==> config.mk <==
export PLATFORM = sky130hd
export DESIGN_NAME = scs_fifo
export DESIGN_NICKNAME = d
export VERILOG_FILES = /design/src/hdl/scs_pkg.sv /design/src/hdl/scs_fifo.sv
export SDC_FILE = /design/constraint.sdc
export NUM_CORES = 1
export LEC_CHECK = 0
export ABC_AREA = 1
export BUFFER_PORTS_ARGS = -buffer_cell sky130_fd_sc_hd__buf_2
export CORE_MARGIN = 8
export CORE_UTILIZATION = 42
export CTS_CLUSTER_SIZE = 14
export DETAILED_ROUTE_END_ITERATION = 16
export HOLD_SLACK_MARGIN = 0.1
export SLEW_MARGIN = 20
export SYNTH_ARGS = -nofsm -noshare
export SYNTH_HDL_FRONTEND = slang
export SYNTH_SLANG_ARGS = --single-unit
==> constraint.sdc <==
create_clock -name i_clk -period 7.4 [get_ports i_clk]
set_input_delay 0.74 -clock i_clk [delete_from_list [all_inputs] [get_ports i_clk]]
set_output_delay 0.74 -clock i_clk [all_outputs]
set_load 0.1 [all_outputs]
==> src/hdl/scs_pkg.sv <==
`timescale 1ns / 1ps
// Shared types and constants for the moving-average crossover signal block.
// Used by every module under hdl; depends on nothing else.
package scs_pkg;

    // Fixed field widths.
    localparam int INST_W  = 4;
    localparam int PRICE_W = 32;
    localparam int SUM_W   = 38;
    localparam int CFG_W   = 7;

    // Default parameter values.
    localparam int DEF_NUM_INSTRUMENTS = 16;
    localparam int DEF_MAX_WINDOW      = 64;

    // Price selection codes.
    localparam logic [2:0] MODE_CLOSE = 3'd0;
    localparam logic [2:0] MODE_OPEN  = 3'd1;
    localparam logic [2:0] MODE_HIGH  = 3'd2;
    localparam logic [2:0] MODE_LOW   = 3'd3;
    localparam logic [2:0] MODE_HLC3  = 3'd4;
    localparam logic [2:0] MODE_OHLC4 = 3'd5;

    // Register indexes on the configuration port.
    localparam logic [1:0] REG_SHORT = 2'd0;
    localparam logic [1:0] REG_LONG  = 2'd1;
    localparam logic [1:0] REG_MODE  = 2'd2;
    localparam logic [1:0] REG_MASK  = 2'd3;

    // Reciprocal of three, ceil(2^35 / 3), split in two halves for the multiply.
    localparam int          DIV3_SHIFT = 35;
    localparam logic [16:0] DIV3_LO    = 17'h0AAAB;
    localparam logic [16:0] DIV3_HI    = 17'h15555;

    // One classified tick on its way from the front end to the engine.
    typedef struct packed {
        logic [INST_W-1:0]  inst;
        logic [PRICE_W-1:0] price;
    } t_item;

endpackage

==> src/hdl/scs_fifo.sv <==
`timescale 1ns / 1ps
// Short queue of classified ticks between the front end and the engine.
// Depends on scs_pkg.
module scs_fifo import scs_pkg::*; (
    input  logic  i_clk,
    input  logic  i_rst_n,
    input  logic  i_push,
    input  t_item i_item,
    output logic  o_not_full,
    output logic  o_valid,
    output t_item o_item,
    input  logic  i_pop
);

    localparam int DEPTH = 4;

    t_item      r_mem [DEPTH];
    logic [1:0] r_wp, r_rp;
    logic [2:0] r_cnt;
    logic       do_push, do_pop;

    assign o_not_full = r_cnt != 3'(DEPTH);
    assign o_valid    = r_cnt != 3'd0;
    assign o_item     = r_mem[r_rp];
    assign do_push    = i_push && o_not_full;
    assign do_pop     = i_pop && o_valid;

    // Pointers and fill level.
    always_ff @(posedge i_clk) begin
        if (!i_rst_n) begin
            r_wp  <= '0;
            r_rp  <= '0;
            r_cnt <= '0;
        end else begin
            if (do_push) r_wp <= r_wp + 2'd1;
            if (do_pop)  r_rp <= r_rp + 2'd1;
            r_cnt <= r_cnt + 3'(do_push) - 3'(do_pop);
        end
    end

    // Storage.
    always_ff @(posedge i_clk) begin
        if (do_push) r_mem[r_wp] <= i_item;
    end

endmodule

==> results.tsv <==
stage	metric	value	unit
status	status	complete, no violations	
power_and_ir_drop	sw power	1.360	mW
floorplanning	Die Width	134.0	µm
clock_tree	H-tree depth	4	
synthesis	syn_area_per_cell	14.17	µm²
placement	DP Area	6360	µm²
worst_setup_path	worst path arrival time	2650	ps
floorplanning	IO Pins	78	
floorplanning	total core area	13770	µm²
clock_tree	total CTS buffers	17	
synthesis	YS warnings	0	
timing	total negative setup slack	0	ps
floorplanning	Initial Util	0.4249	
global_routing	Total Routing Usage GR	0.1361	
timing	max frequency	0.2952	GHz
synthesis	post-synthesis cell count	413	
route	drt initial violations	319	
run	Max Cap Viol	0	
route	DRT Pass-1 Iters	4	
global_routing	vias in the first global route	3571	
global_routing	global-route wire length before repair	18640	µm
cells_and_area	most frequent cells in the layout	edfxtp_1 (144), nor2_1 (79), buf_2 (77)	
route	DR vias/cell	5.117	
power_and_ir_drop	PwrDens	445.8	nW/µm²
global_routing	pin count of the biggest net entering global routing	73	
cells_and_area	leading cell type in the layout, fill and taps excluded	edfxtp_1	
clock_tree	Clock Sinks	153	
worst_setup_path	Critical Path RT	6660	ps
timing	hold slack	525.5	ps
timing	worst clock skew	5.251	ps
clock_tree	CTS max path bufs	2	
cells_and_area	Nets	539	
power_and_ir_drop	Sw Share	0.4417	
route	WL/cell	17.27	µm
cells_and_area	Finished Cell Area	6905	µm²
timing	Worst slew margin	0.4684	
route	DRT Wirelength	11850	µm
route	DR DRC count	0	
clock_tree	post-CTS sizing	0	
synthesis	combinational family with the most area after synthesis	compound AO/OA/AOI/OAI gates	
synthesis	XOR/XNOR Fraction of Synth Area	0	
floorplanning	Die ar.	17970	µm²
clock_tree	CTS Hold Bufs	0	
route	Vias	3510	
synthesis	synthesized-area fraction occupied by adder cells	0.01625	
clock_tree	clock latency on the worst-skew pair	410	ps
synthesis	post-synth net total	460	
worst_setup_path	Crit Path Max Fanout	72	
power_and_ir_drop	Int Power	1.719	mW
cells_and_area	area grow syn2layout	18.00	%
synthesis	post-synthesis sequential area ratio	0.7697	
floorplanning	num rows	43	
placement	routability congestion estimate	0.6894	
power_and_ir_drop	Clk network pwr share	0.257	
synthesis	complex-gate fraction of the synthesized area	0.1069	
worst_setup_path	WS Path Type	flip-flop to output port	
power_and_ir_drop	Max rail drop VDD	0.0003509	V
global_routing	antenna violations before repair	1	
cells_and_area	share of cells above drive strength 1	0.2356	
worst_setup_path	kind of end point of the critical path	output port	
synthesis	post-synthesis simple-gate area fraction	0.06607	
timing	fin. max-slew vios	0	
power_and_ir_drop	Comb power frac	0.382	
timing	Tcrit/Tclk final	0.4577	
global_routing	gr ovfl total	0	
power_and_ir_drop	sequential power share	0.361	
timing	final hold violations	0	
timing	Setup-failing EPs final	0	
floorplanning	Die Y	134.0	µm
clock_tree	CTS tree	built	
power_and_ir_drop	leakage	2.470	nW
placement	# port buffers	77	
synthesis	flops & latches, synth	153	
worst_setup_path	Worst Setup Start Kind	flip-flop	
timing	unrepaired setup endpoints after global routing	false	
cells_and_area	Filler cells	1230	
clock_tree	Post-CTS Setup Bufs	0	
clock_tree	Root Driver	clkbuf_16	
synthesis	Yosys cell types	20	
timing	Tmin final	3387	ps
min_path	Hold Crit Class	flip-flop to flip-flop	
synthesis	Cell Area, Synth	5852	µm²
synthesis	mux contribution to synthesized area	0	
clock_tree	Worst-path clk slew	60	ps
route	antenna viol nets, final	0	
placement	hpwl dp	7102	µm
timing	Worst Tran Pin Value	797.3	ps
[power by group through the flow]
stage / Clock [mW] / Combinational (mW) / Sequential [mW]
global route: 0.838 / 1.24 / 1.12
finish: 0.792 / 1.18 / 1.11
global placement: 0 / 1.18 / 1.13
CTS: 0.806 / 1.19 / 1.11
detailed placement: 0 / 1.19 / 1.13
floorplan: 0 / 1.02 / 1.10
[cells in the mapped netlist]
library cell  instances  area [µm²]
inv_6                 1       8.760
buf_6                 8       90.09
nand2_1              11       41.29
nand3_1               3       15.01
inv_1                14       52.55
o22ai_1              36       225.2
o21ai_1              58       290.3
inv_4                 1       6.260
nor2_1               83       311.6
ha_1                  6       75.07
buf_4                 5       37.54
buf_2                 9       45.04
a21oi_1               4       20.02
edfxtp_1            144        4324
nand2_2               2       12.51
nor2_2                1       6.260
fa_1                  1       20.02
o21ai_0              15       75.07
a21boi_0              2       15.01
dfxtp_1               9       180.2
[cells by family (layout without fill, tap and decap cells)]
logic type	after synthesis	after routing
DFF	153	153
AOI/OAI and AO/OA	115	115
and+or+nand+nor	100	100
buffers and inverters	38	130
adders and majority gates	7	7
other	0	1
[worst max-delay path: stages (launching register included)]
cell and delay (ps):
dfxtp_2 740, buf_4 500, inv_6 300, o21ai_0 230
o22ai_1 120, buf_2 310
[state kept, by name (all words and copies together), names as in the netlist, named ones only]
signal,flops
r_mem,144
r_cnt,3
r_wp,2
r_rp,2
[final timing paths]
check / start / to / slack (ps) / cells past startpoint
worst min register to register: r_rp[0] / r_rp[0] / 530 / 2
worst max register to register: r_cnt[1] / r_cnt[2] / 5160 / 10
worst min-delay path: r_rp[0] / r_rp[0] / 530 / 2
worst max-delay path: flip-flop / o_item[32] / 4010 / 5
[per-layer routing]
metal  global-route usage  vias up  wire (µm)
li1                     -     1686          -
met1               0.1647     1717       5101
met2               0.2175       96       5956
met3              0.04338       11        647
met4              0.06363        0        144
met5                    0        -          0
[final cells by class]
| type | count | area [µm²] | share of cell area |
|---|---|---|---|
| Sequential cell | 153 | 4507 | 0.6527 |
| Antenna cell | 1 | 2.502 | 0.0003624 |
| Multi-Input combinational cell | 222 | 1137 | 0.1647 |
| Tap cell | 180 | 225.2 | 0.03261 |
| Clock buffer | 19 | 432.9 | 0.06269 |
| Inverter | 16 | 67.56 | 0.009784 |
| Clock inverter | 13 | 110.1 | 0.01594 |
| Timing Repair Buffer | 82 | 422.9 | 0.06124 |
[stage by stage]
step / setup WS, ps / std cells / utilization / total power, mW
2_1_floorplan: 4286 / 413 / - / 2.124
3_3_place_gp: 4470 / 653 / 0.4618 / 2.304
3_5_place_dp: 4417 / 653 / 0.4618 / 2.318
4_1_cts: 3974 / 685 / 0.5012 / 3.108
5_1_grt: 3756 / 686 / 0.5014 / 3.203
6_report: 4013 / 686 / 0.5014 / 3.078
Power figures use the tool's default switching activity.
