File: config.mk
export PLATFORM = sky130hd
export DESIGN_NAME = scs_front
export DESIGN_NICKNAME = d
export VERILOG_FILES = /design/src/hdl/scs_pkg.sv /design/src/hdl/scs_front.sv
export SDC_FILE = /design/constraint.sdc
export NUM_CORES = 1
export LEC_CHECK = 0
export BUFFER_PORTS_ARGS = -buffer_cell sky130_fd_sc_hd__buf_2
export CAP_MARGIN = 15
export CELL_PAD_IN_SITES_DETAIL_PLACEMENT = 1
export CELL_PAD_IN_SITES_GLOBAL_PLACEMENT = 1
export CORE_UTILIZATION = 45
export CTS_BUF_LIST = sky130_fd_sc_hd__clkbuf_8
export CTS_CLUSTER_SIZE = 30
export DETAILED_ROUTE_END_ITERATION = 6
export PLACE_DENSITY_LB_ADDON = 0.1
export SETUP_SLACK_MARGIN = 0.1
export SLEW_MARGIN = 40
export SYNTH_ARGS = -nofsm -noshare
export SYNTH_HDL_FRONTEND = slang
export SYNTH_SLANG_ARGS = --single-unit
File: constraint.sdc
create_clock -name i_clk -period 11.5 [get_ports i_clk]
set_input_delay 2.3 -clock i_clk [delete_from_list [all_inputs] [get_ports i_clk]]
set_output_delay 2.3 -clock i_clk [all_outputs]
set_load 0.01 [all_outputs]
File: src/hdl/scs_pkg.sv
`timescale 1ns / 1ps
// Shared types and constants for the moving-average crossover signal block.
// Used by every module under hdl; depends on nothing else.
package scs_pkg;

    // Fixed field widths.
    localparam int INST_W  = 4;
    localparam int PRICE_W = 32;
    localparam int SUM_W   = 38;
    localparam int CFG_W   = 7;

    // Default parameter values.
    localparam int DEF_NUM_INSTRUMENTS = 16;
    localparam int DEF_MAX_WINDOW      = 64;

    // Price selection codes.
    localparam logic [2:0] MODE_CLOSE = 3'd0;
    localparam logic [2:0] MODE_OPEN  = 3'd1;
    localparam logic [2:0] MODE_HIGH  = 3'd2;
    localparam logic [2:0] MODE_LOW   = 3'd3;
    localparam logic [2:0] MODE_HLC3  = 3'd4;
    localparam logic [2:0] MODE_OHLC4 = 3'd5;

    // Register indexes on the configuration port.
    localparam logic [1:0] REG_SHORT = 2'd0;
    localparam logic [1:0] REG_LONG  = 2'd1;
    localparam logic [1:0] REG_MODE  = 2'd2;
    localparam logic [1:0] REG_MASK  = 2'd3;

    // Reciprocal of three, ceil(2^35 / 3), split in two halves for the multiply.
    localparam int          DIV3_SHIFT = 35;
    localparam logic [16:0] DIV3_LO    = 17'h0AAAB;
    localparam logic [16:0] DIV3_HI    = 17'h15555;

    // One classified tick on its way from the front end to the engine.
    typedef struct packed {
        logic [INST_W-1:0]  inst;
        logic [PRICE_W-1:0] price;
    } t_item;

endpackage

File: src/hdl/scs_front.sv
`timescale 1ns / 1ps
// Front end: accepts ticks, drops unknown instruments and selects the price.
// Depends on scs_pkg.
module scs_front import scs_pkg::*; #(
    parameter int NUM_INSTRUMENTS = DEF_NUM_INSTRUMENTS
) (
    input  logic               i_clk,
    input  logic               i_rst_n,
    input  logic               i_valid,
    output logic               o_ready,
    input  logic [INST_W-1:0]  i_instrument_index,
    input  logic [PRICE_W-1:0] i_bid_level,
    input  logic [PRICE_W-1:0] i_ask_level,
    input  logic [PRICE_W-1:0] i_last_level,
    input  logic [2:0]         i_mode,
    input  logic [3:0]         i_mask,
    output logic               o_push,
    output t_item              o_item,
    input  logic               i_push_ready
);

    logic               r1_valid, r2_valid;
    logic [INST_W-1:0]  r1_inst, r2_inst;
    logic               r1_div, r2_div;
    logic [PRICE_W-1:0] r1_plain, r2_plain;
    logic [33:0]        r1_x;
    logic [50:0]        r2_plo, r2_phi;
    logic               stage_en;
    logic               in_range;
    logic               n_div;
    logic [PRICE_W-1:0] n_plain;
    logic [33:0]        n_x;
    logic [33:0]        ohlc_sum;
    logic [67:0]        quot_full;

    // The pipeline moves whenever its last stage is empty or being drained.
    assign stage_en = !r2_valid || i_push_ready;
    assign o_ready  = stage_en;
    assign in_range = 32'(i_instrument_index) < NUM_INSTRUMENTS;

    // Price selection; the three-way average goes on to the reciprocal multiply.
    always_comb begin
        ohlc_sum = 34'(i_ask_level) + {1'b0, i_bid_level, 1'b0} + 34'(i_last_level);
        n_div    = 1'b0;
        n_x      = 34'(i_ask_level) + 34'(i_bid_level) + 34'(i_last_level);
        n_plain  = i_last_level;
        unique case (i_mode)
            MODE_CLOSE: n_plain = i_last_level;
            MODE_OPEN:  n_plain = i_mask[1] ? i_bid_level : i_last_level;
            MODE_HIGH:  n_plain = i_mask[2] ? i_ask_level : i_last_level;
            MODE_LOW:   n_plain = i_mask[3] ? i_bid_level : i_last_level;
            MODE_HLC3:  n_div   = 1'b1;
            MODE_OHLC4: n_plain = ohlc_sum[33:2];
            default:    n_plain = i_last_level;
        endcase
    end

    // Stage one registers the selection, stage two the partial products.
    always_ff @(posedge i_clk) begin
        if (!i_rst_n) begin
            r1_valid <= 1'b0;
            r2_valid <= 1'b0;
        end else if (stage_en) begin
            r1_valid <= i_valid && in_range;
            r2_valid <= r1_valid;
        end
    end

    always_ff @(posedge i_clk) begin
        if (stage_en) begin
            r1_inst  <= i_instrument_index;
            r1_div   <= n_div;
            r1_plain <= n_plain;
            r1_x     <= n_x;
            r2_inst  <= r1_inst;
            r2_div   <= r1_div;
            r2_plain <= r1_plain;
            r2_plo   <= 51'(r1_x) * 51'(DIV3_LO);
            r2_phi   <= 51'(r1_x) * 51'(DIV3_HI);
        end
    end

    assign quot_full   = (68'(r2_phi) << 17) + 68'(r2_plo);
    assign o_push      = r2_valid;
    assign o_item.inst = r2_inst;
    assign o_item.price = r2_div ? quot_full[DIV3_SHIFT +: PRICE_W] : r2_plain;

endmodule

==> impl_metrics.csv <==
group,metric,value,unit
global_routing,grt_max_degree,75,
hold_path,hold_path.class,"register to register",
global_routing,grtUsageTotal,26.8,%
critical_path,cp_num_buf_inv,2,
timing,maxSlewViolCount,0,
synthesis,synth_area,27000,um2
cts,cts_buffers,17,
place,hpwl,69800,um
synthesis,synth-seq-cells,193,
floorplan,die_y,247,um
place,finalWeightedCongestion,0.948,
global_routing,antenna_found_initial,7,
timing,post-route-min-period,7.40,ns
cts,h-tree-depth,4,
floorplan,io_pins,149,
critical_path,end_kind,"register",
timing,min_period_over_period,64.4,%
timing,setup_tns,0,ns
cells_and_area,area_growth,7.38,%
critical_path,cp-start-kind,"register",
cts,cts.clk_slew.worst_paths,0.11,ns
outcome,outcome,"finished clean",
synthesis,synth-edff-count,191,
critical_path,slowest_stage,"a211oi_1",
synthesis,ys_types,76,
route,drt_iter0_drc,1145,
cts,cts_resized,0,
route,via_per_inst,5.53,
route,wl_per_cell,22.1,um
synthesis,yosysWarnings,0,
global_routing,grt_pass1_wl,123000,um
cts,cts_setup_buffers,0,
route,drc,0,
synthesis,ys.flop_type,"edfxtp_1",
synthesis,syn_nets,3513,
timing,finalSetupViolCount,0,
synthesis,yosysSeqAreaShare,21.4,%
timing,tightest_slew,0.853,ns
global_routing,top_usage_layer,"met2",
cts,cts_sinks,193,
global_routing,first_global_vias,21700,
global_routing,grt_util_met2,43.8,%
floorplan,rows,89,
cts,hold_buffers,0,
timing,hold_violations,0,
cts,clockBufferDepth,2,
timing,finClkSkew,0.0289,ns
cts,cts_root_buf,"clkbuf_8",
global_routing,global_route.usage.met3,3.06,%
timing,grt_setup_unrepaired,"no",
critical_path,worstPathRequired,11.79,ns
cts,cts_tree,"yes",
critical_path,critical-path-max-stage-delay,0.61,ns
route,vias,20000,
synthesis,syn_avg_cell_area,9.99,um2
synthesis,synthCells,2700,
place,io_buffers,147,
route,ant_nets,0,
run,drv_cap,0,
critical_path,worstPathMaxFanout,8,
critical_path,critPathArrivalTime,7.70,ns
critical_path,cpMostUsedCell,"fa_1",
critical_path,crit_family,"adder cells",
cells_and_area,nFillCells,6598,
cts,worstSkewPairLatency,0.55,ns
floorplan,die-area,60900,um2
floorplan,die_w,247,um
synthesis,ys_async_sr_fraction,0,%
floorplan,core,59100,um2
route,drt_pass1_iterations,6,
critical_path,worstPathCellList,"ha_1 -> xor2_1 -> ha_1 -> inv_1 -> fa_1 -> fa_1 -> inv_1 -> fa_1 -> fa_1 -> ha_1 -> nand3_1 -> or4_1 -> o22ai_1 -> a2111oi_0 -> a211oi_1 -> a21oi_1 -> o21ai_0 -> xor2_1",
timing,max_freq,0.135,GHz
floorplan,initial_utilization,45.6,%
global_routing,grt_overflow,0,
timing,slew_headroom,42.7,%
critical_path,worstSetupPathType,"register to register",
route,routed_wl,79900,um
cells_and_area,final_nets,3639,
cells_and_area,drive_above_1_share,7.82,%
global_routing,met1_usage,37.7,%
-- Yosys cell counts (all sizes together) (5+ instances only) --
master | number | share of area (%)
inv | 527 | 7.3
ha | 362 | 17
fa | 340 | 25
a21oi | 194 | 3.6
edfxtp | 191 | 21
nand2 | 156 | 2.2
nor2 | 119 | 1.7
o21ai | 112 | 2.1
xnor2 | 102 | 3.3
xor2 | 89 | 2.9
a21o | 78 | 2.2
clkbuf | 42 | 0.59
nand3 | 36 | 0.67
nand4 | 27 | 0.63
a211oi | 21 | 0.58
and3 | 21 | 0.49
nor2b | 21 | 0.49
o21bai | 21 | 0.58
a222oi | 20 | 0.74
o21a | 20 | 0.56
nor3 | 19 | 0.35
and2 | 18 | 0.42
a31oi | 17 | 0.45
mux2 | 14 | 0.58
o211ai | 12 | 0.33
a221oi | 10 | 0.35
nand2b | 10 | 0.23
a2111oi | 9 | 0.39
a221o | 9 | 0.33
or3 | 8 | 0.19
a31o | 6 | 0.19
o22ai | 6 | 0.14
a21boi | 5 | 0.14
-- layout make-up --
cell class / count / area (um2) / share of cell area [%]
antenna: 2 / 5.00 / 0.0173
clock buffer: 17 / 234 / 0.808
clock inverter: 15 / 153 / 0.527
inverter: 527 / 1980 / 6.83
multi-input combinational: 1934 / 19000 / 65.8
sequential: 193 / 5780 / 19.9
tap: 773 / 967 / 3.34
timing repair buffer: 153 / 792 / 2.74
-- state kept, by name, summed over array words and instances (netlist names), 4 cells and up --
register and cells:
r2_inst 4, r1_x 34, r2_plo 33, r2_phi 50
r1_plain 32, r1_inst 4, r2_plain 32
-- cells by family (layout without fill, tap and decap cells) --
group,after synthesis,after routing,share of synthesized area (%)
other,0,2,0
AOI/OAI and AO/OA,570,570,13.7
buffers and inverters,573,712,8.02
xor gates and xnor gates,191,191,6.20
DFF,193,193,21.4
and+or+nand+nor,454,454,7.91
adders and majority gates,702,702,42.0
muxes,17,17,0.696
-- through the flow --
stage                     utilization [%]  cells  hold slack (ns)  instance area [um2]  setup slack [ns]
after floorplan                         -   2700            0.400                27000              2.20
after global placement               48.3   3579            0.400                28500              4.10
after detailed placement             48.3   3580            0.405                28600              4.12
after CTS                            48.9   3612            0.428                28900              4.10
after global routing                 49.0   3613            0.438                28900              3.80
final                                49.0   3614            0.427                29000              4.10
-- layer usage --
| metal | vias up | part of all wire, % |
|---|---|---|
| li1 | 9369 | - |
| met3 | 74 | 4.7 |
| met5 | - | 0.025 |
| met2 | 427 | 46 |
| met1 | 10100 | 47 |
| met4 | 2 | 2.1 |
-- cell usage in the layout (no fill, tap or decap), drive strengths merged, types with 27 or more instances in the layout --
cell type	n
xnor2	102
buf	153
a21oi	194
fa	340
a21o	78
edfxtp	191
xor2	89
ha	362
nand2	156
o21ai	112
inv	534
nand3	36
nand4	27
nor2	119
-- final timing paths --
check	slack (ns)	cells after the start	from	to
max	4.10	18	r1_x[1]$_DFFE_PP_	r2_plo[41]$_DFFE_PP_
min	0.43	0	r1_plain[7]$_DFFE_PP_	r2_plain[7]$_DFFE_PP_
max reg2reg	4.10	18	r1_x[1]$_DFFE_PP_	r2_plo[41]$_DFFE_PP_
min reg2reg	0.43	0	r1_plain[7]$_DFFE_PP_	r2_plain[7]$_DFFE_PP_
Power is left out: the tool's default activity adds up to more than one toggle a clock period on the data nets, which glitch-free logic cannot reach.
